**src/design/fixed_block_pool_allocator_macros.svh**
```systemverilog
// assertion shorthands, clocked on clk and held off during reset
`ifndef FIXED_BLOCK_POOL_ALLOCATOR_MACROS_SVH
`define FIXED_BLOCK_POOL_ALLOCATOR_MACROS_SVH

// condition holds at every edge
`define FBPA_ASSERT_HOLDS(label, cond, msg) \
	label: assert property (@(posedge clk) disable iff (!arst_n) (cond)) else $error(msg);

// consequence holds at the same edge
`define FBPA_ASSERT_IMPLIES(label, ante, cons, msg) \
	label: assert property (@(posedge clk) disable iff (!arst_n) (ante) |-> (cons)) \
		else $error(msg);

// consequence holds at the following edge
`define FBPA_ASSERT_NEXT(label, ante, cons, msg) \
	label: assert property (@(posedge clk) disable iff (!arst_n) (ante) |=> (cons)) \
		else $error(msg);

`endif

```
**src/design/fbpa_pkg.sv**
```systemverilog
package fbpa_pkg;

	localparam int MAX_BLOCKS_DEF = 256;
	localparam int INDEX_CAP      = 256;
	localparam int IDX_W          = 8;
	localparam int CNT_W          = 9;
	localparam int STRIDE_W       = 16;
	localparam int OFFS_W         = 24;
	localparam int WORD_W         = 32;
	localparam int BIT_W          = 5;
	localparam int CFG_DATA_W     = 16;

	localparam logic [CNT_W-1:0]    BLOCK_COUNT_RST  = 9'd256;
	localparam logic [STRIDE_W-1:0] BLOCK_STRIDE_RST = 16'd64;

	localparam logic MARK_FREE = 1'b0;
	localparam logic MARK_USED = 1'b1;

	typedef enum logic {
		OP_ALLOC = 1'b0,
		OP_FREE  = 1'b1
	} opcode_t;

	typedef enum logic [1:0] {
		STAT_GRANTED  = 2'd0,
		STAT_OVERFLOW = 2'd1,
		STAT_FREED    = 2'd2,
		STAT_INVALID  = 2'd3
	} status_t;

	typedef enum logic {
		CFG_BLOCK_COUNT  = 1'b0,
		CFG_BLOCK_STRIDE = 1'b1
	} cfg_idx_t;

	typedef enum logic [1:0] {
		ST_IDLE,
		ST_READ,
		ST_EVAL,
		ST_RESP
	} pool_state_t;

	typedef struct packed {
		logic             found;
		logic [BIT_W-1:0] bit_idx;
	} scan_hit_t;

endpackage

```
**src/design/fbpa_if.sv**
```systemverilog
interface fbpa_req_if;
	import fbpa_pkg::*;
	logic             valid;
	logic             ready;
	logic             opcode;
	logic [IDX_W-1:0] free_index;
	logic             free_is_overflow;
	modport source (output valid, opcode, free_index, free_is_overflow, input ready);
	modport sink (input valid, opcode, free_index, free_is_overflow, output ready);
endinterface

interface fbpa_rsp_if;
	import fbpa_pkg::*;
	logic              valid;
	logic              ready;
	logic [1:0]        status;
	logic [IDX_W-1:0]  granted_index;
	logic [OFFS_W-1:0] byte_offset;
	modport source (output valid, status, granted_index, byte_offset, input ready);
	modport sink (input valid, status, granted_index, byte_offset, output ready);
endinterface

interface fbpa_cfg_if;
	import fbpa_pkg::*;
	logic                  valid;
	logic                  ready;
	logic                  index;
	logic [CFG_DATA_W-1:0] data;
	modport source (output valid, index, data, input ready);
	modport sink (input valid, index, data, output ready);
endinterface

```
**src/design/fbpa_mark_ram.sv**
```systemverilog
module fbpa_mark_ram #(
	parameter int DEPTH = 8,
	parameter int AW    = 3
) (
	input  logic                        clk,
	input  logic                        arst_n,
	input  logic                        rd_en,
	input  logic [AW-1:0]               rd_addr,
	output logic [fbpa_pkg::WORD_W-1:0] rd_data,
	input  logic                        wr_en,
	input  logic [AW-1:0]               wr_addr,
	input  logic [fbpa_pkg::WORD_W-1:0] wr_data
);
	import fbpa_pkg::*;

	logic [WORD_W-1:0] mem [DEPTH];
	logic [DEPTH-1:0]  valid_q;
	logic [WORD_W-1:0] rd_data_q;
	logic              rd_valid_q;

	always_ff @(posedge clk) begin
		if (wr_en) begin
			mem[wr_addr] <= wr_data;
		end
		if (rd_en) begin
			rd_data_q <= mem[rd_addr];
		end
	end

	// a word never written since reset reads as all free
	always_ff @(posedge clk or negedge arst_n) begin
		if (!arst_n) begin
			valid_q    <= '0;
			rd_valid_q <= 1'b0;
		end else begin
			if (wr_en) begin
				valid_q[wr_addr] <= 1'b1;
			end
			if (rd_en) begin
				rd_valid_q <= valid_q[rd_addr];
			end
		end
	end

	assign rd_data = rd_valid_q ? rd_data_q : '0;

endmodule

```
**src/design/fbpa_scan.sv**
```systemverilog
module fbpa_scan #(
	parameter int WADDR_W = 3
) (
	input  logic [fbpa_pkg::WORD_W-1:0] marks,
	input  logic [WADDR_W-1:0]          word,
	input  logic [fbpa_pkg::CNT_W-1:0]  lo,
	input  logic [fbpa_pkg::CNT_W-1:0]  hi,
	output fbpa_pkg::scan_hit_t         hit
);
	import fbpa_pkg::*;

	logic [WORD_W-1:0] cand;

	// free and inside [lo, hi)
	always_comb begin
		logic [CNT_W-1:0] pos;
		cand = '0;
		for (int b = 0; b < WORD_W; b++) begin
			pos     = CNT_W'({word, BIT_W'(b)});
			cand[b] = (marks[b] == MARK_FREE) && (pos >= lo) && (pos < hi);
		end
	end

	// lowest candidate wins
	always_comb begin
		hit = '0;
		for (int b = WORD_W - 1; b >= 0; b--) begin
			if (cand[b]) begin
				hit.found   = 1'b1;
				hit.bit_idx = BIT_W'(b);
			end
		end
	end

endmodule

```
**src/design/fixed_block_pool_allocator.sv**
```systemverilog
// Fixed-size block pool allocator, first fit from a search hint. The used marks of the pool
// live in one single-port-style memory of 32-bit words (32 blocks per word), each word
// backed by a valid flop so that reset frees the whole pool at once with no clearing pass.
// An allocate beat scans upward from the hint one word at a time (memory read, then
// evaluate and write back), looking at 1 to 8 words for a 256-block pool, and answers
// overflow with no scan when the hint already sits at or past the pool limit. A free
// beat goes through accept, read, write back and respond. One request is in
// work at a time; the response register lets a result wait for the sink while the block
// returns to idle. Freed blocks are named by index; a free of an overflow block only
// answers freed, and a free at or past the pool limit answers invalid and is dropped.
`include "fixed_block_pool_allocator_macros.svh"

module fixed_block_pool_allocator #(
	parameter int MAX_BLOCKS = fbpa_pkg::MAX_BLOCKS_DEF
) (
	input  logic        clk,
	input  logic        arst_n,
	fbpa_cfg_if.sink    cfg,
	fbpa_req_if.sink    req,
	fbpa_rsp_if.source  rsp
);
	import fbpa_pkg::*;

	// blocks that can ever be addressed, capped by the 8-bit index
	localparam int POOL_CAP  = (MAX_BLOCKS < INDEX_CAP) ? MAX_BLOCKS : INDEX_CAP;
	localparam int MEM_WORDS = (POOL_CAP + WORD_W - 1) / WORD_W;
	localparam int WADDR_W   = (MEM_WORDS > 1) ? $clog2(MEM_WORDS) : 1;

	// configuration
	logic [CNT_W-1:0]    block_count_q;
	logic [STRIDE_W-1:0] block_stride_q;

	// control
	pool_state_t      state_q, state_d;
	logic [CNT_W-1:0] hint_q;
	logic             rsp_valid_q;

	// request in work
	opcode_t           op_q;
	logic [IDX_W-1:0]  free_idx_q;
	logic [WADDR_W-1:0] word_q;
	status_t           res_status_q;
	logic [IDX_W-1:0]  res_idx_q;
	logic [OFFS_W-1:0] res_offs_q;

	// response register
	status_t           rsp_status_q;
	logic [IDX_W-1:0]  rsp_idx_q;
	logic [OFFS_W-1:0] rsp_offs_q;

	// fsm outputs
	logic              req_ready;
	logic              rd_en;
	logic              wr_en;
	logic [WORD_W-1:0] wr_data;
	logic              load_rsp;

	logic [WORD_W-1:0] rd_data;
	scan_hit_t         hit;
	logic [CNT_W-1:0]  lim;
	logic [CNT_W-1:0]  next_base;
	logic              last_word;
	logic [IDX_W-1:0]  grant_idx;
	logic [OFFS_W-1:0] grant_offs;
	logic              req_fire;
	logic              req_bad_free;

	// effective pool size: configured count clamped to what the memory holds
	assign lim = (block_count_q > CNT_W'(POOL_CAP)) ? CNT_W'(POOL_CAP) : block_count_q;

	assign req_fire     = req.valid && req_ready;
	assign req_bad_free = (CNT_W'(req.free_index) >= lim);

	// first index of the following word; scan ends once it reaches the limit
	assign next_base = CNT_W'({word_q, BIT_W'(0)}) + CNT_W'(WORD_W);
	assign last_word = (next_base >= lim);

	assign grant_idx  = IDX_W'({word_q, hit.bit_idx});
	assign grant_offs = OFFS_W'(grant_idx) * OFFS_W'(block_stride_q);

	fbpa_mark_ram #(
		.DEPTH (MEM_WORDS),
		.AW    (WADDR_W)
	) u_marks (
		.clk     (clk),
		.arst_n  (arst_n),
		.rd_en   (rd_en),
		.rd_addr (word_q),
		.rd_data (rd_data),
		.wr_en   (wr_en),
		.wr_addr (word_q),
		.wr_data (wr_data)
	);

	fbpa_scan #(
		.WADDR_W (WADDR_W)
	) u_scan (
		.marks (rd_data),
		.word  (word_q),
		.lo    (hint_q),
		.hi    (lim),
		.hit   (hit)
	);

	// state register
	always_ff @(posedge clk or negedge arst_n) begin
		if (!arst_n) begin
			state_q <= ST_IDLE;
		end else begin
			state_q <= state_d;
		end
	end

	// next state and control outputs
	always_comb begin
		state_d   = state_q;
		req_ready = 1'b0;
		rd_en     = 1'b0;
		wr_en     = 1'b0;
		wr_data   = rd_data;
		load_rsp  = 1'b0;
		case (state_q)
			ST_IDLE: begin
				req_ready = 1'b1;
				if (req.valid) begin
					if (opcode_t'(req.opcode) == OP_ALLOC) begin
						// hint at or past the limit: overflow with no scan
						state_d = (hint_q < lim) ? ST_READ : ST_RESP;
					end else if (req.free_is_overflow || req_bad_free) begin
						state_d = ST_RESP;
					end else begin
						state_d = ST_READ;
					end
				end
			end
			ST_READ: begin
				rd_en   = 1'b1;
				state_d = ST_EVAL;
			end
			ST_EVAL: begin
				if (op_q == OP_FREE) begin
					wr_en                               = 1'b1;
					wr_data[free_idx_q[BIT_W-1:0]]      = MARK_FREE;
					state_d                             = ST_RESP;
				end else if (hit.found) begin
					wr_en                 = 1'b1;
					wr_data[hit.bit_idx]  = MARK_USED;
					state_d               = ST_RESP;
				end else if (last_word) begin
					state_d = ST_RESP;
				end else begin
					state_d = ST_READ;
				end
			end
			ST_RESP: begin
				if (!rsp_valid_q || rsp.ready) begin
					load_rsp = 1'b1;
					state_d  = ST_IDLE;
				end
			end
			default: begin
				state_d = ST_IDLE;
			end
		endcase
	end

	// config registers, hint and response valid
	always_ff @(posedge clk or negedge arst_n) begin
		if (!arst_n) begin
			block_count_q  <= BLOCK_COUNT_RST;
			block_stride_q <= BLOCK_STRIDE_RST;
			hint_q         <= '0;
			rsp_valid_q    <= 1'b0;
		end else begin
			if (cfg.valid) begin
				case (cfg_idx_t'(cfg.index))
					CFG_BLOCK_COUNT:  block_count_q  <= cfg.data[CNT_W-1:0];
					CFG_BLOCK_STRIDE: block_stride_q <= cfg.data[STRIDE_W-1:0];
					default: begin
					end
				endcase
			end
			if (state_q == ST_EVAL) begin
				if (op_q == OP_FREE) begin
					// freeing below the hint pulls it down
					if (CNT_W'(free_idx_q) < hint_q) begin
						hint_q <= CNT_W'(free_idx_q);
					end
				end else if (hit.found) begin
					hint_q <= CNT_W'(grant_idx) + CNT_W'(1);
				end
			end
			if (load_rsp) begin
				rsp_valid_q <= 1'b1;
			end else if (rsp.ready) begin
				rsp_valid_q <= 1'b0;
			end
		end
	end

	// request payload, scan position and result
	always_ff @(posedge clk) begin
		if (req_fire) begin
			op_q       <= opcode_t'(req.opcode);
			free_idx_q <= req.free_index;
			res_idx_q  <= '0;
			res_offs_q <= '0;
			if (opcode_t'(req.opcode) == OP_ALLOC) begin
				word_q       <= hint_q[BIT_W +: WADDR_W];
				res_status_q <= STAT_OVERFLOW;
			end else begin
				word_q <= req.free_index[BIT_W +: WADDR_W];
				if (req.free_is_overflow) begin
					res_status_q <= STAT_FREED;
				end else if (req_bad_free) begin
					res_status_q <= STAT_INVALID;
				end else begin
					res_status_q <= STAT_FREED;
				end
			end
		end
		if (state_q == ST_EVAL && op_q == OP_ALLOC) begin
			if (hit.found) begin
				res_status_q <= STAT_GRANTED;
				res_idx_q    <= grant_idx;
				res_offs_q   <= grant_offs;
			end else if (!last_word) begin
				word_q <= WADDR_W'(word_q + 1'b1);
			end
		end
		if (load_rsp) begin
			rsp_status_q <= res_status_q;
			rsp_idx_q    <= res_idx_q;
			rsp_offs_q   <= res_offs_q;
		end
	end

	assign req.ready         = req_ready;
	assign cfg.ready         = 1'b1;
	assign rsp.valid         = rsp_valid_q;
	assign rsp.status        = rsp_status_q;
	assign rsp.granted_index = rsp_idx_q;
	assign rsp.byte_offset   = rsp_offs_q;

	`FBPA_ASSERT_HOLDS(a_hint_range, hint_q <= CNT_W'(INDEX_CAP), "search hint beyond pool")
	`FBPA_ASSERT_IMPLIES(a_grant_in_pool, rsp.valid && rsp.status == STAT_GRANTED, CNT_W'(rsp.granted_index) < lim, "granted block outside pool")
	`FBPA_ASSERT_IMPLIES(a_grant_offset, rsp.valid && rsp.status == STAT_GRANTED, rsp.byte_offset == OFFS_W'(rsp.granted_index) * OFFS_W'(block_stride_q), "byte offset does not match grant")
	`FBPA_ASSERT_IMPLIES(a_nogrant_zero, rsp.valid && rsp.status != STAT_GRANTED, rsp.granted_index == '0 && rsp.byte_offset == '0, "non-grant beat carries index or offset")
	`FBPA_ASSERT_NEXT(a_busy_after_accept, req.valid && req.ready, state_q != ST_IDLE, "request accepted but fsm stayed idle")

endmodule

```
**src/flat_wrapper.sv**
```systemverilog
// flat-port wrapper written by rule: the top's interface ports become plain ports
module fixed_block_pool_allocator_flat import fbpa_pkg::*;
#(
	parameter int MAX_BLOCKS = fbpa_pkg::MAX_BLOCKS_DEF
)
  (clk, arst_n, cfg_valid, cfg_index, cfg_data, cfg_ready, req_valid, req_opcode, req_free_index, req_free_is_overflow, req_ready, rsp_valid, rsp_status, rsp_granted_index, rsp_byte_offset, rsp_ready);
  fbpa_cfg_if cfg_i ();
  fbpa_req_if req_i ();
  fbpa_rsp_if rsp_i ();
  input  logic clk;
  input  logic arst_n;
  input wire logic [$bits(cfg_i.valid)-1:0] cfg_valid;
  input wire logic [$bits(cfg_i.index)-1:0] cfg_index;
  input wire logic [$bits(cfg_i.data)-1:0] cfg_data;
  output wire logic [$bits(cfg_i.ready)-1:0] cfg_ready;
  input wire logic [$bits(req_i.valid)-1:0] req_valid;
  input wire logic [$bits(req_i.opcode)-1:0] req_opcode;
  input wire logic [$bits(req_i.free_index)-1:0] req_free_index;
  input wire logic [$bits(req_i.free_is_overflow)-1:0] req_free_is_overflow;
  output wire logic [$bits(req_i.ready)-1:0] req_ready;
  output wire logic [$bits(rsp_i.valid)-1:0] rsp_valid;
  output wire logic [$bits(rsp_i.status)-1:0] rsp_status;
  output wire logic [$bits(rsp_i.granted_index)-1:0] rsp_granted_index;
  output wire logic [$bits(rsp_i.byte_offset)-1:0] rsp_byte_offset;
  input wire logic [$bits(rsp_i.ready)-1:0] rsp_ready;
  assign cfg_i.valid = cfg_valid;
  assign cfg_i.index = cfg_index;
  assign cfg_i.data = cfg_data;
  assign cfg_ready = cfg_i.ready;
  assign req_i.valid = req_valid;
  assign req_i.opcode = req_opcode;
  assign req_i.free_index = req_free_index;
  assign req_i.free_is_overflow = req_free_is_overflow;
  assign req_ready = req_i.ready;
  assign rsp_valid = rsp_i.valid;
  assign rsp_status = rsp_i.status;
  assign rsp_granted_index = rsp_i.granted_index;
  assign rsp_byte_offset = rsp_i.byte_offset;
  assign rsp_i.ready = rsp_ready;
  fixed_block_pool_allocator #(.MAX_BLOCKS(MAX_BLOCKS)) u_core (.clk(clk), .arst_n(arst_n), .cfg(cfg_i), .req(req_i), .rsp(rsp_i));
endmodule
```
**config.mk**
```make
export PLATFORM = sky130hd
export DESIGN_NAME = fixed_block_pool_allocator_flat
export DESIGN_NICKNAME = d
export VERILOG_FILES = /design/src/design/fbpa_pkg.sv /design/src/design/fbpa_if.sv /design/src/design/fbpa_mark_ram.sv /design/src/design/fbpa_scan.sv /design/src/design/fixed_block_pool_allocator.sv /design/src/flat_wrapper.sv
export VERILOG_INCLUDE_DIRS = /design/src /design/src/design
export SDC_FILE = /design/constraint.sdc
export NUM_CORES = 1
export LEC_CHECK = 0
export BUFFER_PORTS_ARGS = -buffer_cell sky130_fd_sc_hd__buf_2
export CAP_MARGIN = 20
export CORE_UTILIZATION = 30
export DETAILED_ROUTE_END_ITERATION = 16
export PLACE_DENSITY_LB_ADDON = 0.2
export SETUP_SLACK_MARGIN = 0.5
export SKIP_CTS_REPAIR_TIMING = 1
export SYNTH_ARGS = -nofsm -noshare
export SYNTH_HDL_FRONTEND = slang
export SYNTH_HIERARCHICAL = 1
export SYNTH_SLANG_ARGS = --single-unit
```
**constraint.sdc**
```tcl
create_clock -name clk -period 9.7 [get_ports clk]
set_input_delay 0.485 -clock clk [delete_from_list [all_inputs] [get_ports clk]]
set_output_delay 0.485 -clock clk [all_outputs]
set_load 0.01 [all_outputs]
```
==> results.toml <==
[routing]
drt.antenna.violating_nets = 0
wirelength_mm = 62.10
wl_per_cell_um = 21.74
drt_first_iter_violations = 866
first_pass_iters = 5
route.detailed.drc = 0
viasPerCell = 5.080
vias = 14510

[synth]
synth_top_family_by_area = "adder cells"
yosysUniqueCellTypes = 91
synth-edff-count = 331
synth_compound_area_frac = 0.09699
yosysMostFrequentCell = "edfxtp_1"
netlist_area_um2 = 22970
synth_mux_area_frac = 0.1045
yosysTopAreaCell = "edfxtp_1"
async_flop_share = 0.1111
synth_area_leaders = "edfxtp_1, fa_1, mux4_2"
syn_avg_cell_area_um2 = 12.86
syn_nets = 1986
ys_seq_area_frac = 0.5151
yosys-top-cells-count = "edfxtp_1, and2_1, inv_1, nand2_1"
yosys_register_bits = 414
yosys.area.top_type_share = 0.4326
synth_cells = 1786
yosys.area_share.xor_xnor = 0.009912
yosys.area_share.simple = 0.1098
ys.flop_type = "edfxtp_1"
yosysWarnings = 6
synthAdderAreaFrac = 0.1189

[hold_path]
worstHoldPathType = "primary input to asynchronous set/reset pin"

[sta]
skew_ps = 40.50
rsz0062_at_grt = "no"
timing.setup.tns_ps = 0
finalCritPeriodShare = 0.8505
tightest_slew_ps = 1122
setup_slack_ps = 1450
finalCriticalPeriod_ps = 8250
slew_headroom = 0.2439
slew_violations = 0
finalSetupViolCount = 0
holdWs_ps = -2.901
hold_violations = 7
fmax_mhz = 121.2

[critical_path]
cp_slowest_stage_delay_ps = 610
cp_data_arrival_time_ps = 8780
worstPathRequired_ps = 10230
slowest_stage = "dfstp_2"
critical_path_class = "flip-flop to flip-flop"
crit_fanout = 18
startpoint_type = "flip-flop"
critPathCaptureType = "flip-flop"

[placement]
gp_congestion = 0.9450
io_buffers = 67
dpl.hpwl_mm = 43.03
place_worst_setup_slack_ps = 1439

[run_status]
failed_checks = "hold timing"
outcome = "finished with violations"

[cts]
tritoncts = "done"
path_clk_slew_ps = 60
clkSinkCount = 414
h-tree-depth = 2
root_buffer = "clkbuf_16"
numCtsBuffers = 47
insertion_delay_ps = 610
clock_path_buffers = 3

[global_route]
grt_max_degree = 60
track_usage = 0.1614
antenna_found_initial = 0
grt_overflow_total = 0
grt_pass1_vias = 15040
grt_pass1_wl_mm = 95.54

[floorplan]
die_h_um = 278.7
die_w_um = 278.7
row_count = 101
core-area_um2 = 75820
start_util = 0.3030
ios = 69
die-area_um2 = 77690

[finish]
syn_to_final_growth_pct = 13.02
fin_nets = 2042
n_antenna_cell = 0
drive_gt1_frac = 0.1836

[job]
maxCapViolCount = 0
==> stage by stage <==
stage | area [um^2] | utilization | hold slack [ps] | cells
after global placement | 24400 | 0.3217 | 413.7 | 2766
final | 25970 | 0.3425 | -2.901 | 2857
after global routing | 25970 | 0.3425 | 41.32 | 2857
after floorplan | 22970 | - | 189.4 | 1786
after detailed placement | 24400 | 0.3217 | 411.9 | 2766
after CTS | 25930 | 0.3420 | 11.04 | 2852
==> layout make-up <==
class	count	area, um^2
inverters	141	529.3
multi-input cells	1131	10200
clock inverters	23	276.5
clock buffers	63	1256
repair buffers	107	635.6
fillers	7453	49860
flip-flops and latches	414	11850
well taps	978	1224
==> kinds of logic after synthesis <==
family | Yosys count
buffers and inverters | 241
AO/OA/AOI/OAI | 328
multiplexers | 140
flip-flops | 414
adder cells (fa/ha/maj) | 168
AND/OR/NAND/NOR | 468
other | 1
XOR/XNOR | 26
==> path summary, 6_finish.rpt <==
kind	start	to	slack (ps)	cells after the start
worst max-delay path	u_core/block_count_q[8]	u_core/res_offs_q[21]	1450	28
worst min-delay path	arst_n	u_core/hint_q[7]	-3	2
worst max register to register	u_core/block_count_q[8]	u_core/res_offs_q[21]	1450	28
max in group asynchronous	arst_n	u_core/u_marks/valid_q[6]	9190	2
min in group clk	cfg_data[10]	u_core/block_stride_q[10]	110	2
worst min register to register	u_core/res_offs_q[7]	u_core/rsp.byte_offset[7]	430	0
==> routing by layer <==
metal / GRT usage / share of wire
met1: 0.2202 / 0.47
met2: 0.2680 / 0.47
met3: 0.02527 / 0.040
met4: 0.03846 / 0.018
met5: 0 / 0
==> cells in the final DEF, fill, tap and decap left out, types with 7 or more instances in the layout <==
cell         n
nand3_1     51
and3_1      10
mux2_4      19
xnor2_1     12
clkbuf_16   47
a31oi_1     32
dfrtp_1     44
a21oi_1     77
o211ai_1    24
a21o_1      15
buf_4       35
fa_1        84
a211oi_1    12
edfxtp_1   331
nor2b_1      9
or2_2       12
inv_1      140
mux4_2      55
buf_2       67
and2_1     148
clkbuf_1    14
clkinv_1     7
dfxtp_1     34
nor3_1      12
ha_1        84
nand4_1      8
mux2i_1     14
nand2b_1    18
nor2_1      35
xor2_1      14
mux2_2      42
o21ai_0     75
nor2_4       7
nand2_1    115
mux4_1      10
==> worst max-delay path: cells and delay by family, from the launching register on <==
kind | cells | cell delay (ps)
DFF | 1 | 610
and+or+nand+nor | 7 | 2000
buffers and inverters | 6 | 1150
adders and majority gates | 6 | 2390
AOI/OAI and AO/OA | 9 | 1990
==> registers in the layout, indices dropped and copies added (netlist names), 2 cells and up <==
signal and count:
u_core/block_stride_q 16, u_core/res_idx_q 8, u_core/u_marks/rd_data_q 32, u_core/word_q 3, u_core/rsp.granted_index 8, u_core/rsp.byte_offset 24, u_core/res_status_q 2, u_core/hint_q 9
u_core/free_idx_q 8, u_core/u_marks/valid_q 8, u_core/state_q 2, u_core/u_marks/mem 256, u_core/block_count_q 9, u_core/rsp.status 2, u_core/res_offs_q 24
Power is not shown: default switching activity piles up to over one toggle a cycle in this logic, so the estimate is an artifact.
